--- config.mk ---
export PLATFORM = sky130hd
export DESIGN_NAME = pal_cell
export DESIGN_NICKNAME = d
export VERILOG_FILES = /design/src/hdl/positional_array_list_macros.svh /design/src/hdl/pal_pkg.sv /design/src/hdl/pal_cell.sv
export SDC_FILE = /design/constraint.sdc
export NUM_CORES = 1
export LEC_CHECK = 0
export ABC_AREA = 1
export BUFFER_PORTS_ARGS = -buffer_cell sky130_fd_sc_hd__buf_2
export CORE_MARGIN = 4
export CORE_UTILIZATION = 45
export DETAILED_ROUTE_END_ITERATION = 10
export GPL_TIMING_DRIVEN = 1
export MAX_ROUTING_LAYER = met4
export PLACE_DENSITY = 0.8
export SLEW_MARGIN = 5
export SYNTH_ARGS = -nofsm -noshare
export SYNTH_HDL_FRONTEND = slang
export SYNTH_SLANG_ARGS = --single-unit
--- constraint.sdc ---
create_clock -name clk -period 1.8 [get_ports clk]
set_input_delay 0.09 -clock clk [delete_from_list [all_inputs] [get_ports clk]]
set_output_delay 0.09 -clock clk [all_outputs]
set_load 0.05 [all_outputs]
--- src/hdl/positional_array_list_macros.svh ---
// Assertion macros for the positional array list.
// Used by the top level; expects a clock named clk and a reset named rst in scope.
`ifndef POSITIONAL_ARRAY_LIST_MACROS_SVH
`define POSITIONAL_ARRAY_LIST_MACROS_SVH

// The consequent must hold in the same cycle as the antecedent.
`define PAL_ASSERT_IMP(label, ante, cons) \
  label: assert property (@(posedge clk) disable iff (rst) (ante) |-> (cons)) \
    else $error("positional_array_list: same-cycle check failed");

// The consequent must hold in the cycle after the antecedent.
`define PAL_ASSERT_NXT(label, ante, cons) \
  label: assert property (@(posedge clk) disable iff (rst) (ante) |=> (cons)) \
    else $error("positional_array_list: next-cycle check failed");

`endif

--- src/hdl/pal_pkg.sv ---
// Shared constants and types for the positional array list.
// No dependencies; imported by every module of the block.
`default_nettype none
package pal_pkg;

  localparam int CAPACITY = 64;
  localparam int VAL_W    = 31;
  localparam int POS_W    = 7;
  localparam int OUT_CNT_W = 7;
  localparam int CNT_W    = $clog2(CAPACITY + 1);
  localparam int CMP_W    = (CNT_W > POS_W) ? CNT_W : POS_W;
  localparam int GROUP    = 8;
  localparam int NGRP     = (CAPACITY + GROUP - 1) / GROUP;

  localparam logic [1:0] REQ_INSERT = 2'd0;
  localparam logic [1:0] REQ_DELETE = 2'd1;
  localparam logic [1:0] REQ_READ   = 2'd2;

  localparam logic [1:0] ST_OK    = 2'd0;
  localparam logic [1:0] ST_FULL  = 2'd1;
  localparam logic [1:0] ST_EMPTY = 2'd2;
  localparam logic [1:0] ST_RANGE = 2'd3;

  typedef struct packed {
    logic load;
    logic shift_r;
    logic shift_l;
    logic cap;
    logic tap_sel;
  } cell_ctrl_t;

  typedef struct packed {
    logic                 ok;
    logic [1:0]           status;
    logic [OUT_CNT_W-1:0] cnt;
  } res_meta_t;

endpackage
`default_nettype wire

--- src/hdl/pal_cell.sv ---
// One storage cell of the list chain: holds a single entry and a read tap.
// Depends on pal_pkg for widths and the cell control struct.
`default_nettype none
module pal_cell
  import pal_pkg::*;
(
  input  logic             clk,
  input  cell_ctrl_t       ctrl,
  input  logic [VAL_W-1:0] new_val,
  input  logic [VAL_W-1:0] left_val,
  input  logic [VAL_W-1:0] right_val,
  output logic [VAL_W-1:0] entry,
  output logic [VAL_W-1:0] tap
);

  always_ff @(posedge clk) begin
    if (ctrl.load) begin
      entry <= new_val;
    end else if (ctrl.shift_r) begin
      entry <= left_val;
    end else if (ctrl.shift_l) begin
      entry <= right_val;
    end
  end

  // The tap carries the entry only in the cell that a read selects.
  always_ff @(posedge clk) begin
    if (ctrl.cap) begin
      tap <= ctrl.tap_sel ? entry : '0;
    end
  end

endmodule
`default_nettype wire

[After elaboration in Yosys (flattened, before gate mapping)]
Cells that the tools add are included.
Storage, ports and cells
  bits in registers: 62
  bits of input ports: 99
  output and inout port bits: 62
  logic and storage cells: 6
Cells by class
  muxes and demuxes: 3
  reduce and logical (&&, ||, !) cells: 1
Operators by type and width (count)
  $mux W31: 3
  $reduce_bool A3 Y1: 1

[Depth between registers and ports, before layout]
Gate-level depths: netlist of run 1.
  depth after elaboration: 3
  depth in mapped cells: 6
  gate-level depth less buffers: 4

[Worst setup path after synthesis of run 1]
OpenSTA, ideal clock, no wires.
  kind: input -> register
  start: input ctrl[3] (netlist bit)
  end: register entry[0], enable pin
  setup time: 0.472 ns
  arrival: 0.976 ns
  data required time: 1.328 ns
  setup slack: 0.352 ns
  cell stages on the path: 4
  buffers on the path: 2
  cell sequence: buf_6 buf_4 nor2_1 nand2_1
Between the ends
  word-level cells in the longest chain between the ends: 1
RTL lines
  from (decl): line pal_cell.sv:8  | input cell_ctrl_t ctrl,
  $reduce_bool A3 Y1 (no line)
  to (signal assigned): line pal_cell.sv:18  | entry <= new_val;
  to (signal assigned): line pal_cell.sv:20  | entry <= left_val;
  to (signal assigned): line pal_cell.sv:22  | entry <= right_val;
  to (decl): line pal_cell.sv:12  | output logic [VAL_W-1:0] entry,
Every way passes these cells.
A chain may end at the register's enable or synchronous reset.

[Final worst setup path of run 1]
  start: register entry[9]
  end: output entry[9]
No word-level cell between the ends.

==> impl_metrics.py, run 1 <==
metrics = {
    "status": {
        "status": "completed",
    },
    "logic_synthesis": {
        "synth_area_sq_um": 3110,
        "syn_avg_cell_area_sq_um": 8.62,
        "ys_top_cells_by_area": "edfxtp_1, nand2_1, inv_1",
        "synth.net_count": 460,
        "synthesis.instances": 361,
        "ys_types": 12,
        "synth_top_area_share_pct": 59.8,
        "ys_seq_elements": 62,
        "ys_warn_count": 0,
        "ys_seq_area_share_pct": 59.8,
        "yosys.area.top_type": "edfxtp_1",
    },
    "pwr": {
        "p_leak_nw": 2.47,
        "pwr-share-clk_pct": 31.4,
        "p_int_w": 0.00277,
        "ir_drop_v": 0.000380,
        "power_frac_comb_pct": 23.9,
        "power.density_nw_per_um2": 982,
        "swShare_pct": 31.8,
        "p_switching_w": 0.00129,
        "p_seq_share_pct": 44.7,
    },
    "worst_setup_path": {
        "end_kind": "output port",
        "timing_worst_setup_path_type": "reg2out",
        "crit_chain": "buf_2",
        "cp.required_ns": 1.71,
        "cp-start-kind": "register",
        "slowest_delay_ns": 0.41,
        "path_buf_inv": 1,
        "crit_fanout": 2,
        "arrival_ns": 1.03,
        "crit_family": "flip-flops",
        "cpMaxStageDelayCell": "edfxtp_1",
    },
    "clock_network": {
        "cts_max_level": 3,
        "cts_buffer_depth": 2,
        "insertion_delay_ns": 0.34,
        "clkSinkCount": 62,
        "cts_tree": "done",
        "postCtsHoldBufs": 0,
        "post_cts_buffers": 0,
        "post_cts_resized": 0,
        "cts-buffers-inserted": 9,
        "cts-root-buf": "clkbuf_8",
        "clkTransAtPathRegs_ns": 0.07,
    },
    "route": {
        "drc_errors": 0,
        "initialDrtViolationCount": 144,
        "routed_wl_mm": 7.75,
        "vias": 2673,
        "wire_per_inst_microns": 12.8,
        "vias_per_cell": 4.42,
        "first_pass_iters": 5,
        "antenna_violating_nets_post_route": 0,
    },
    "placement": {
        "routabilityCongestion": 0.833,
        "hpwl_mm": 5.88,
        "port_buffers": 160,
        "dp_slack_ns": 0.487,
    },
    "die": {
        "dieHeight_microns": 91.2,
        "start_util_pct": 46.1,
        "core_area_sq_um": 6760,
        "dieArea_sq_um": 8310,
        "boundaryPins": 161,
        "num_rows": 30,
        "die_x_microns": 91.2,
    },
    "cells_and_area": {
        "multiInputGateArea_sq_um": 769,
        "drive_gt1_share_pct": 36.0,
        "area_growth_syn_to_layout_pct": 32.6,
        "ff_latch_area_sq_um": 1860,
        "antenna_cells": 0,
        "fill_cells": 598,
        "layout.nets": 619,
    },
    "timing": {
        "fin_tns_setup_ns": 0,
        "finalSetupViolCount": 0,
        "setup_slack_ns": 0.682,
        "worst_slew_pin_slew_ns": 0.687,
        "fin_skew_ns": 0.0101,
        "finalCritPeriodShare_pct": 62.1,
        "min_period_ns": 1.12,
        "rsz0062_at_grt": "false",
        "fmax_ghz": 0.894,
        "hold_viol_final": 0,
        "slew_violations": 0,
        "max-slew-margin-rel_pct": 54.2,
    },
    "run": {
        "drv_cap": 0,
    },
    "global_route": {
        "track_usage_pct": 19.2,
        "grt_pass1_wl_mm": 12.1,
        "grt_start_max_net_pins": 33,
        "antenna_found_initial": 0,
        "overflow": 0,
        "grt_pass1_vias": 2575,
    },
    "min_path": {
        "min_path_type": "in2reg",
    },
}
[final timing paths]
check                           slack (ns)         to         from  cells past startpoint
worst max-delay path                  0.68   entry[9]     entry[9]                      1
worst min register to register        0.52     tap[3]     entry[3]                      2
worst min-delay path                  0.03  entry[17]  new_val[17]                      3
worst max register to register        0.97     tap[9]     entry[9]                      2
[registers in the layout, indices dropped and copies added, names as in the netlist]
signal,cells
entry,31
tap,31
[power groups by stage]
stage / logic [W] / clock network (W) / registers, W
2_1_floorplan: 0.000222 / 0 / 0.00230
3_3_place_gp: 0.000963 / 0 / 0.00184
3_5_place_dp: 0.000975 / 0 / 0.00185
4_1_cts: 0.000978 / 0.00130 / 0.00182
5_1_grt: 0.00104 / 0.00137 / 0.00183
6_report: 0.000967 / 0.00127 / 0.00181
[cells in the mapped netlist (all sizes together)]
| master | instances |
|---|---|
| buf | 16 |
| inv | 95 |
| nand3 | 31 |
| nor2 | 1 |
| edfxtp | 62 |
| nand2 | 156 |
[metrics by stage]
| stage | cell area [sq um] | cells | hold slack, ns | util, % | power [W] |
|---|---|---|---|---|---|
| after CTS | 4130 | 605 | 0.0147 | 61.1 | 0.00409 |
| after global placement | 3920 | 589 | 0.372 | 58.0 | 0.00280 |
| after floorplan | 3110 | 361 | 0.202 | - | 0.00252 |
| after global routing | 4130 | 605 | 0.0167 | 61.1 | 0.00423 |
| after detailed placement | 3920 | 589 | 0.374 | 58.0 | 0.00282 |
| final | 4130 | 605 | 0.0295 | 61.1 | 0.00405 |
[cells by family (layout without fill, tap and decap cells)]
group                  after synthesis  count (layout)  synth area share, %
flip-flops                          62              62                 59.8
buffers and inverters              111             275                 15.4
AND/OR/NAND/NOR                    188             188                 24.7
[metal layers]
metal  GRT usage (%)  part of all wire, %  up-vias
li1                -                    -     1388
met1            22.7                   40     1151
met4            7.66                  2.0        0
met3            4.72                  7.7       15
met2            31.8                   51      119
met5               -                    0        -
[final cells by class]
type                    instances  area share, %
repair buffers                164           20.1
flip-flops and latches         62           45.1
well taps                      80           2.43
inverters                      95           8.70
multi-input cells             188           18.6
clock inverters                 5           1.79
clock buffers                  11           3.18
[layout by cell type (no fill, tap or decap)]
cell type	Yosys	routed
nand3_1	31	31
clkinv_2	0	2
buf_2	9	160
inv_4	1	1
edfxtp_1	62	62
bufinv_16	0	2
inv_2	1	1
clkbuf_1	0	2
nand2_2	10	10
clkinv_1	0	1
inv_1	93	93
nor2_1	1	1
nand2_1	146	146
clkbuf_8	0	9
buf_4	3	4
(Power assumes the default switching activity.)
==> run 2, diff against run 1 <==
--- a/config.mk
+++ b/config.mk
@@ -8,11 +8,11 @@
 export ABC_AREA = 1
 export BUFFER_PORTS_ARGS = -buffer_cell sky130_fd_sc_hd__buf_2
 export CORE_MARGIN = 4
-export CORE_UTILIZATION = 45
+export CORE_UTILIZATION = 41
 export DETAILED_ROUTE_END_ITERATION = 10
 export GPL_TIMING_DRIVEN = 1
 export MAX_ROUTING_LAYER = met4
-export PLACE_DENSITY = 0.8
+export PLACE_DENSITY = 0.76
 export SLEW_MARGIN = 5
 export SYNTH_ARGS = -nofsm -noshare
 export SYNTH_HDL_FRONTEND = slang
==> constraint.sdc (replaced) <==
create_clock -name clk -period 1 [get_ports clk]
set_input_delay 0.05 -clock clk [delete_from_list [all_inputs] [get_ports clk]]
set_output_delay 0.05 -clock clk [all_outputs]
set_load 0.05 [all_outputs]
==> run 2 against run 1 <==
The run now ends with setup timing left. Cell count grew 9.8%. Critical path depth stayed put. Hold slack got worse by 0.010 ns. Via count grew 9.4%. Count of clock-buffer cells in the layout decreased by 2. Cell area is 17% higher. Power rose by 91%. Wire length increased by 18%. Combinational power grew 120%. Sequential share of layout area down 6.5 points. Flip-flop and latch count is the same.
==> impl_metrics.py, run 2 (synthesized netlist as in run 1, its figures left out) <==
metrics = {
    "worst_setup_path": {
        "timing_worst_setup_path_type": "reg2out",
        "crit_family": "flip-flops",
        "end_kind": "output port",
        "crit_chain": "buf_6",
        "arrival_ns": 0.95,
        "crit_fanout": 2,
        "cp.required_ns": 0.95,
        "slowest_delay_ns": 0.44,
        "path_buf_inv": 1,
        "ff2ff_path_depth": 3,
        "cp-start-kind": "register",
        "reg2reg_to": "tap[6]",
        "regToRegSetupSlack_ns": 0.05,
        "cpMaxStageDelayCell": "edfxtp_1",
        "r2r_start": "entry[6]",
    },
    "placement": {
        "routabilityCongestion": 0.844,
        "port_buffers": 160,
        "dp_slack_ns": 0.0586,
        "hpwl_mm": 6.53,
        "dpl_cell_area_sq_um": 4100,
        "dpl.cell_count": 619,
    },
    "pwr": {
        "p_leak_nw": 2.76,
        "ir_drop_v": 0.000637,
        "power.density_nw_per_um2": 1600,
    },
    "route": {
        "wl_met1_mm": 3.66,
        "wire_per_inst_microns": 13.7,
        "vias_per_cell": 4.41,
        "antenna_violating_nets_post_route": 0,
        "top_layer": "met4",
        "vias": 2925,
        "drc_errors": 0,
        "routed_wl_mm": 9.12,
        "wl_met2_mm": 4.80,
        "initialDrtViolationCount": 96,
        "met3RoutedLength_microns": 498,
        "first_pass_iters": 4,
    },
    "timing": {
        "worst_slew_pin_slew_ns": 0.552,
        "fin_tns_setup_ns": -0.00184,
        "slew_violations": 0,
        "fin_skew_ns": 0.00552,
        "rsz0062_at_grt": "true",
        "max-slew-margin-rel_pct": 63.2,
        "finalCritPeriodShare_pct": 100,
        "hold_viol_final": 0,
        "min_period_ns": 1.00,
        "setup_slack_ns": -0.00184,
        "fmax_ghz": 0.998,
        "finalSetupViolCount": 1,
    },
    "min_path": {
        "min_path_type": "in2reg",
        "hold_end": "entry[0]",
        "hp-start": "new_val[0]",
        "min_path_cells": 3,
    },
    "cells_and_area": {
        "fin_area_sq_um": 4820,
        "area_growth_syn_to_layout_pct": 55.0,
        "multiInputGateArea_sq_um": 779,
        "stdcell_count": 664,
        "ff_latch_area_sq_um": 1860,
        "layout_commonest_cell": "nand2_1",
        "biggestRegsByFlops": "entry (31), tap (31)",
        "layout.nets": 659,
        "fin_util_pct": 65.8,
        "fill_cells": 574,
        "final_cell_mix": "nand2_1, buf_2, inv_1, edfxtp_1, buf_4",
        "drive_gt1_share_pct": 37.4,
    },
    "global_route": {
        "antenna_found_initial": 0,
        "overflow": 0,
        "grt_pass1_vias": 2767,
        "track_usage_pct": 20.1,
        "grt_pass1_wl_mm": 13.3,
        "grt_start_max_net_pins": 32,
    },
    "clock_network": {
        "cts-buffers-inserted": 9,
        "insertion_delay_ns": 0.32,
        "cts_tree": "done",
        "clkTransAtPathRegs_ns": 0.07,
        "clkSinkCount": 62,
        "cts_max_level": 3,
        "cts-root-buf": "clkbuf_8",
        "cts_buffer_depth": 2,
    },
    "die": {
        "core_area_sq_um": 7330,
        "dieArea_sq_um": 9050,
        "die_x_microns": 95.1,
        "boundaryPins": 161,
        "num_rows": 31,
        "dieHeight_microns": 95.1,
        "start_util_pct": 42.4,
    },
    "status": {
        "status": "complete, but fails checks",
        "violations": "setup timing",
    },
    "run": {
        "drv_cap": 0,
    },
}
-- run 2: routing by layer --
| metal | vias up | global-route usage, % |
|---|---|---|
| met5 | - | - |
| met1 | 1327 | 23.0 |
| met2 | 118 | 35.4 |
| li1 | 1468 | - |
| met4 | 0 | 8.41 |
| met3 | 12 | 2.45 |
-- run 2: report_power, final --
part           switching (W)  internal, W
registers           0.000147      0.00316
logic                0.00137     0.000794
clock network       0.000903      0.00136
total                0.00242      0.00532
-- run 2: worst max path at each step --
stage               slack (ns)        end  cells past startpoint      start
CTS                      -0.01   entry[8]                      1   entry[8]
detailed placement        0.06  entry[25]                      5    ctrl[3]
global placement          0.10  entry[23]                      5    ctrl[3]
floorplan                0.006     tap[0]                      2   entry[0]
finish                  -0.002   entry[6]                      1   entry[6]
global route             -0.04  entry[19]                      1  entry[19]
-- run 2: metrics by stage --
step / power [W] / hold slack (ns)
after CTS: 0.00763 / 0.000186
after global placement: 0.00512 / 0.326
after detailed placement: 0.00514 / 0.327
after floorplan: 0.00455 / 0.162
after global routing: 0.00808 / 0.00793
final: 0.00773 / 0.0192
-- run 2: area by class of cell --
type	instances	area share, %
clock inverters	6	1.61
flip-flops and latches	62	38.6
clock buffers	9	2.57
inverters	95	7.44
repair buffers	204	31.0
multi-input cells	188	16.2
diodes	1	0.0519
well taps	99	2.57
-- run 2: tightest hold or removal path: stages --
cell and delay [ns]:
buf_2 0.08, nand2_1 0.04, nand2_1 0.06
-- run 2: what timing repair did --
action / 4_1_cts / 5_1_grt
hold endpoints to repair: 19 / 1
buffers inserted: 2 / 7
resized for setup: 45 / 61
hold buffers: 19 / 1
endpoints found under the setup margin: 31 / 51
